===== config.mk =====
export PLATFORM = sky130hd
export DESIGN_NAME = tis_front
export DESIGN_NICKNAME = d
export VERILOG_FILES = /design/src/rtl/tis_pkg.sv /design/src/rtl/tis_front.sv
export SDC_FILE = /design/constraint.sdc
export NUM_CORES = 1
export LEC_CHECK = 0
export BUFFER_PORTS_ARGS = -buffer_cell sky130_fd_sc_hd__clkbuf_2
export CAP_MARGIN = 10
export CORE_AREA = 2 2 76 56
export CTS_CLUSTER_SIZE = 24
export DETAILED_ROUTE_END_ITERATION = 12
export DIE_AREA = 0 0 78 58
export MAX_ROUTING_LAYER = met4
export PLACE_DENSITY_LB_ADDON = 0.12
export SLEW_MARGIN = 40
export SYNTH_ARGS = -nofsm -noshare
export SYNTH_HDL_FRONTEND = slang
export SYNTH_SLANG_ARGS = --single-unit
export TNS_END_PERCENT = 10

===== constraint.sdc =====
create_clock -name clk -period 1.95 [get_ports clk]
set_clock_uncertainty 0.15 [all_clocks]
set_input_delay 0.0975 -clock clk [delete_from_list [all_inputs] [get_ports clk]]
set_output_delay 0.0975 -clock clk [all_outputs]
set_load 0.01 [all_outputs]

===== src/rtl/tis_pkg.sv =====
`timescale 1ns / 1ps
// ----------------------------------------------------------------------------
// tis_pkg
// shared types and constants of the reservation station scheduler
// ----------------------------------------------------------------------------
package tis_pkg;

  localparam int MaxPerClass = 8;
  localparam int NumClasses  = 4;
  localparam int NumStations = NumClasses * MaxPerClass;
  localparam int NumRegs     = 32;
  localparam int StWidth     = $clog2(NumStations);

  // command codes
  localparam logic [2:0] CMD_TICK  = 3'd0;
  localparam logic [2:0] CMD_ADD   = 3'd1;
  localparam logic [2:0] CMD_SUB   = 3'd2;
  localparam logic [2:0] CMD_MULT  = 3'd3;
  localparam logic [2:0] CMD_DIV   = 3'd4;
  localparam logic [2:0] CMD_LOAD  = 3'd5;
  localparam logic [2:0] CMD_STORE = 3'd6;

  // internal op codes
  localparam logic [2:0] OP_ADD   = 3'd0;
  localparam logic [2:0] OP_SUB   = 3'd1;
  localparam logic [2:0] OP_MULT  = 3'd2;
  localparam logic [2:0] OP_DIV   = 3'd3;
  localparam logic [2:0] OP_LOAD  = 3'd4;
  localparam logic [2:0] OP_STORE = 3'd5;

  // event kinds
  localparam logic [2:0] EV_WRITE    = 3'd0;
  localparam logic [2:0] EV_EXEC     = 3'd1;
  localparam logic [2:0] EV_ISSUE    = 3'd2;
  localparam logic [2:0] EV_STALL_RS = 3'd3;
  localparam logic [2:0] EV_STALL_ID = 3'd4;
  localparam logic [2:0] EV_IDLE     = 3'd5;

  // register indexes
  localparam logic [2:0] CFG_LOAD_ST  = 3'd0;
  localparam logic [2:0] CFG_STORE_ST = 3'd1;
  localparam logic [2:0] CFG_ADD_ST   = 3'd2;
  localparam logic [2:0] CFG_MULT_ST  = 3'd3;
  localparam logic [2:0] CFG_ADD_LAT  = 3'd4;
  localparam logic [2:0] CFG_MULT_LAT = 3'd5;
  localparam logic [2:0] CFG_DIV_LAT  = 3'd6;
  localparam logic [2:0] CFG_MEM_LAT  = 3'd7;

  typedef struct packed {
    logic [2:0] cmd;
    logic [4:0] dest_reg;
    logic       src_j_is_reg;
    logic [4:0] src_j_reg;
    logic       src_k_is_reg;
    logic [4:0] src_k_reg;
  } instr_t;

  typedef struct packed {
    logic [2:0]  event_kind;
    logic [15:0] instr_id;
    logic [31:0] cycle_stamp;
    logic        last;
  } event_t;

  typedef struct packed {
    logic [NumClasses-1:0][3:0] st_count;
    logic [5:0] lat_add;
    logic [5:0] lat_mult;
    logic [5:0] lat_div;
    logic [5:0] lat_mem;
  } cfg_t;

endpackage


===== src/rtl/tis_front.sv =====
`timescale 1ns / 1ps
// ----------------------------------------------------------------------------
// tis_front
// accepts tick items and holds them in a two-entry queue for the back end
// ----------------------------------------------------------------------------
module tis_front (
  input  logic            clk,
  input  logic            rst_n,
  input  logic            in_valid,
  output logic            in_ready,
  input  tis_pkg::instr_t in_item,
  output logic            q_valid,
  input  logic            q_ready,
  output tis_pkg::instr_t q_item
);
  import tis_pkg::*;

  instr_t mem_r [2];
  logic   wr_ptr_r, rd_ptr_r;
  logic [1:0] cnt_r;
  logic   push, pop;

  assign in_ready = (cnt_r != 2'd2);
  assign q_valid  = (cnt_r != 2'd0);
  assign q_item   = mem_r[rd_ptr_r];
  assign push     = in_valid && in_ready;
  assign pop      = q_valid && q_ready;

  // queue storage
  always_ff @(posedge clk) begin
    if (push) mem_r[wr_ptr_r] <= in_item;
  end

  // queue pointers
  always_ff @(posedge clk) begin
    if (!rst_n) begin
      wr_ptr_r <= 1'b0;
      rd_ptr_r <= 1'b0;
      cnt_r    <= 2'd0;
    end else begin
      if (push) wr_ptr_r <= ~wr_ptr_r;
      if (pop) rd_ptr_r <= ~rd_ptr_r;
      cnt_r <= cnt_r + {1'b0, push} - {1'b0, pop};
    end
  end
endmodule


Word level (Yosys, flattened, before mapping) --
Memories as Yosys holds them, arrays and structs flattened. A register that Yosys moved wholly into a read port is not among the register bits. Cells that the tools add are included.
Word-level totals: output and inout port bits 22, bits in registers 4, memories kept 1, bits in writable memories 40
Memory list:
- mem_r | depth 2, bits a word 20, read ports 1, clocked after Yosys merged registers in 1, wr ports 1, RTL line tis_front.sv:18 | instr_t mem_r [2];
Operators by class: muxes and demuxes 4, eq/ne operators 1, add/subtract/negate cells 2, reduce and logical (&&, ||, !) cells 3, bitwise gates (word level) 2
Operators with widths (number):
- two-way mux 1 bit | 4
- adder 2 x 1 -> 2 bit | 1
- logical AND 1 bit | 2
- != test 2 bit (second input constant) | 1
- inverter 1 bit | 2
- nonzero test 2 bit | 1
- subtractor 2 x 1 -> 2 bit | 1

Longest topological paths before layout --
word-level depth 4, mapped depth 8

Least setup slack after synthesis --
No wires, ideal clock.
path kind register to register, start register cnt_r[0], end memory mem_r[0][0] (netlist bit), enable pin, data required time 1.403 ns, cell stages (with the launch flop) 4, library setup time 0.397 ns, period minus slack after synthesis 2.063 ns, arrival time 1.516 ns, slack -0.113 ns, cells stage by stage dfxtp_1 nand2b_1 nand2_1 nor2_1
Between the ends: cells in the longest elaborated chain, start to end 4
Ends and longest elaborated chain:
- start: declaration | RTL line tis_front.sv:20 | logic [1:0] cnt_r;
- start signal: assignment | RTL line tis_front.sv:43 | cnt_r <= cnt_r + {1'b0, push} - {1'b0, pop};
- != test 2 bit | RTL line tis_front.sv:23 | assign in_ready = (cnt_r != 2'd2);
- via in_ready | RTL line tis_front.sv:10 | output logic in_ready,
- logical AND 1 bit | RTL line tis_front.sv:26 | assign push = in_valid && in_ready;
- two-way mux 1 bit | RTL line tis_front.sv:31 | if (push) mem_r[wr_ptr_r] <= in_item;
- two-way mux 1 bit (implied by the code) | RTL line tis_front.sv:31
- end: declaration | RTL line tis_front.sv:18
The timed path passes the listed nets, and every way through them passes these cells.

Worst setup path in the final report --
start register cnt_r[0], end register cnt_r[1]
Between the ends: cells in the longest elaborated chain, start to end 4
Ends and longest elaborated chain (RTL line):
- != test 2 bit | tis_front.sv:23
- logical AND 1 bit | tis_front.sv:26
- adder 2 x 1 -> 2 bit | tis_front.sv:43
- subtractor 2 x 1 -> 2 bit (*) | tis_front.sv:43
Mark *: on every way between the ends. The rest lies on a longest branch, timed or not. A chain may end at the register's enable or synchronous reset.

==> flow_summary_export.csv <==
group,metric,value,unit
placed_design,gp_congestion,0.617,
pwr,power.share.sequential,0.498,
timing,period_share,0.920,
clock_tree,cts_buffer_depth,2,
timing,hold_viol,0,
timing,max_slew_margin,0.884,
floorplan,dieWidth,78,um
route,via_per_inst,4.53,
timing,setup_viol,0,
timing,tightest_slew,0.173,ns
synth,synth_edf_count,40,
final_layout,stdcell_area,2300,um^2
placed_design,place_ws,0.150,ns
synth,yosysMostFrequentCell,"edfxtp_1",
synth,ys_seq_area_frac,0.776,
synth,synth_nets,112,
pwr,p_sw,0.684,mW
global_route,grt_pass1_wl,4650,um
route,routed_wirelength,2800,um
synth,synth_area,1680,um^2
clock_tree,cts_resized,0,
synth,synth_seq_cells,45,
critical_path,worstSetupPathType,"reg -> reg",
synth,synth_top_area_frac,0.716,
synth,async_flop_share,0,
synth,synth_top_area_cell,"edfxtp_1",
critical_path,worstPathRequired,1.98,ns
timing,period_needed,1.79,ns
floorplan,initial_core_util,0.441,
timing,rsz0062_at_grt,"no",
global_route,antenna_found_initial,0,
worst_hold_path,hold_path.class,"in -> reg",
pwr,static-leakage-power,0.910,nW
pwr,intPower,1.85,mW
critical_path,slowest_stage,"dfxtp_1",
synth,yosys_warnings,0,
pwr,swShare,0.270,
route,dr.pass1.iters,3,
global_route,grt_start_max_net_pins,14,
final_layout,final_cells,217,
clock_tree,cts-htree-levels,2,
placed_design,dpl.cell_count,187,
critical_path,cp-end-kind,"flip-flop",
route,drtIter0Drc,46,
route,post-route-drc-count,0,
synth,synth_area_leaders,"edfxtp_1 (72%), mux2_2 (13%), dfxtp_1 (6.0%)",
floorplan,io_pins,46,
timing,setup_ws,0.156,ns
final_layout,drive_gt1_frac,0.491,
critical_path,cp_max_fo,4,
clock_tree,cts-buffers-inserted,5,
clock_tree,cts_root_buffer,"clkbuf_8",
clock_tree,cts_tree,"yes",
floorplan,die_h,58,um
clock_tree,clkSlewWorstSetupHoldPaths,0.08,ns
synth,syn_inst,86,
final_layout,area_growth_syn_to_layout,37.3,%
critical_path,critPathMaxStageDelay,0.36,ns
final_layout,nNetsFinal,190,
critical_path,path_cells,"nand2b_1, nand2_1, ha_1, inv_1, ha_1, xnor2_1, xnor2_1, and2_1",
pwr,pwr_density_cell,1100,nW/um^2
floorplan,core,3800,um^2
clock_tree,holdBufCountCts,22,
clock_tree,clock_latency,0.28,ns
placed_design,io_buffers,45,
final_layout,fillCellCount,314,
pwr,ir_drop,567,uV
timing,drv_slew,0,
floorplan,die_area,4520,um^2
synth,synthFlopType,"edfxtp_1",
flow_run,drv_cap,0,
route,final_antenna_net_count,0,
global_route,overflow,0,
final_layout,final_core_util,0.605,
synth,synth_cell_types,16,
pwr,combPwrFrac,0.294,
critical_path,critPathLaunchType,"flip-flop",
clock_tree,cts_setup_buffers,0,
pwr,clockPowerShare,0.208,
final_layout,num_antenna_cells,0,
route,post_drt_wl_per_cell,12.9,um
synth,ys_top_cells_by_count,"edfxtp_1 (40), mux2_2 (20), dfxtp_1 (5)",
timing,setup_tns,0,ns
placed_design,placed_cell_area,2000,um^2
critical_path,arrival,1.83,ns
clock_tree,clock-sinks,45,
global_route,grt_usage,0.145,
global_route,grt_pass1_vias,1018,
route,vias,983,
run_status,status,"completed",
synth,avgSynthCellArea,19.5,um^2
placed_design,dp_hpwl,1900,um
floorplan,rows,19,
timing,fmax,557,MHz
## power groups by stage
stage | Combinational, mW | Clock (mW) | Sequential (mW)
floorplan | 0.464 | 0 | 1.27
global placement | 0.712 | 0 | 1.28
detailed placement | 0.725 | 0 | 1.28
CTS | 0.761 | 0.553 | 1.26
global route | 0.816 | 0.596 | 1.28
finish | 0.744 | 0.526 | 1.26
## path summary, 6_finish.rpt
kind,startpoint,to,slack [ns],cells past startpoint
setup reg to reg,cnt_r[0]$_SDFF_PN0_,cnt_r[1]$_SDFF_PN0_,0.16,8
setup / recovery,cnt_r[0]$_SDFF_PN0_,cnt_r[1]$_SDFF_PN0_,0.16,8
hold reg to reg,wr_ptr_r$_SDFFE_PN0N_,wr_ptr_r$_SDFFE_PN0N_,0.35,2
hold / removal,q_ready,flip-flop,0.09,4
## critical path, delay by kind of cell, from the launching register on
family                     cells  cell delay (ns)
adders and majority gates      2             0.47
and+or+nand+nor                3             0.41
DFF                            1             0.36
xor gates and xnor gates       2             0.25
buffers and inverters          1             0.04
## per-layer routing
metal	global-route usage	routed length, um	up-vias
met5	-	0	-
met4	0.0677	51	0
met3	0.0483	141	8
met2	0.236	1350	25
met1	0.163	1260	469
li1	-	-	481
## flip-flops by register name, summed over array words and instances, names as in the netlist, named ones only
signal    count
wr_ptr_r      1
rd_ptr_r      1
cnt_r         2
mem_r        40
## area by class of cell
| type | count | area (um^2) | share of cell area |
|---|---|---|---|
| Multi-Input combinational cell | 38 | 359 | 0.156 |
| Inverter | 1 | 3.75 | 0.00163 |
| Clock buffer | 6 | 72.6 | 0.0315 |
| Tap cell | 52 | 65.1 | 0.0283 |
| Clock inverter | 2 | 10.0 | 0.00435 |
| Sequential cell | 45 | 1300 | 0.565 |
| Timing Repair Buffer | 73 | 490 | 0.213 |
## cell usage in the layout (no fill, tap or decap), drive strengths merged
master / n
clkbuf: 51
mux2i: 1
xnor2: 3
clkinv: 2
o21a: 1
dfxtp: 5
nand2: 2
and2: 2
nor2: 1
edfxtp: 40
mux2: 20
dlygate4sd3: 22
inv: 1
nor2b: 2
nand2b: 2
ha: 2
buf: 6
or2: 1
and3: 1
## kinds of logic after synthesis
kind of cell / Yosys count / share of synthesized area
AO/OA/AOI/OAI: 1 / 0.00522
XOR/XNOR: 3 / 0.0157
multiplexers: 21 / 0.140
adder cells (fa/ha/maj): 2 / 0.0149
buffers and inverters: 3 / 0.0112
AND/OR/NAND/NOR: 11 / 0.0366
flip-flops: 45 / 0.776
## through the flow
step	total power, mW	hold WS, ns
finish	2.53	0.0922
global route	2.69	0.0878
CTS	2.58	0.0855
detailed placement	2.01	0.141
global placement	1.99	0.137
floorplan	1.74	0.0464
(Power assumes the default switching activity.)
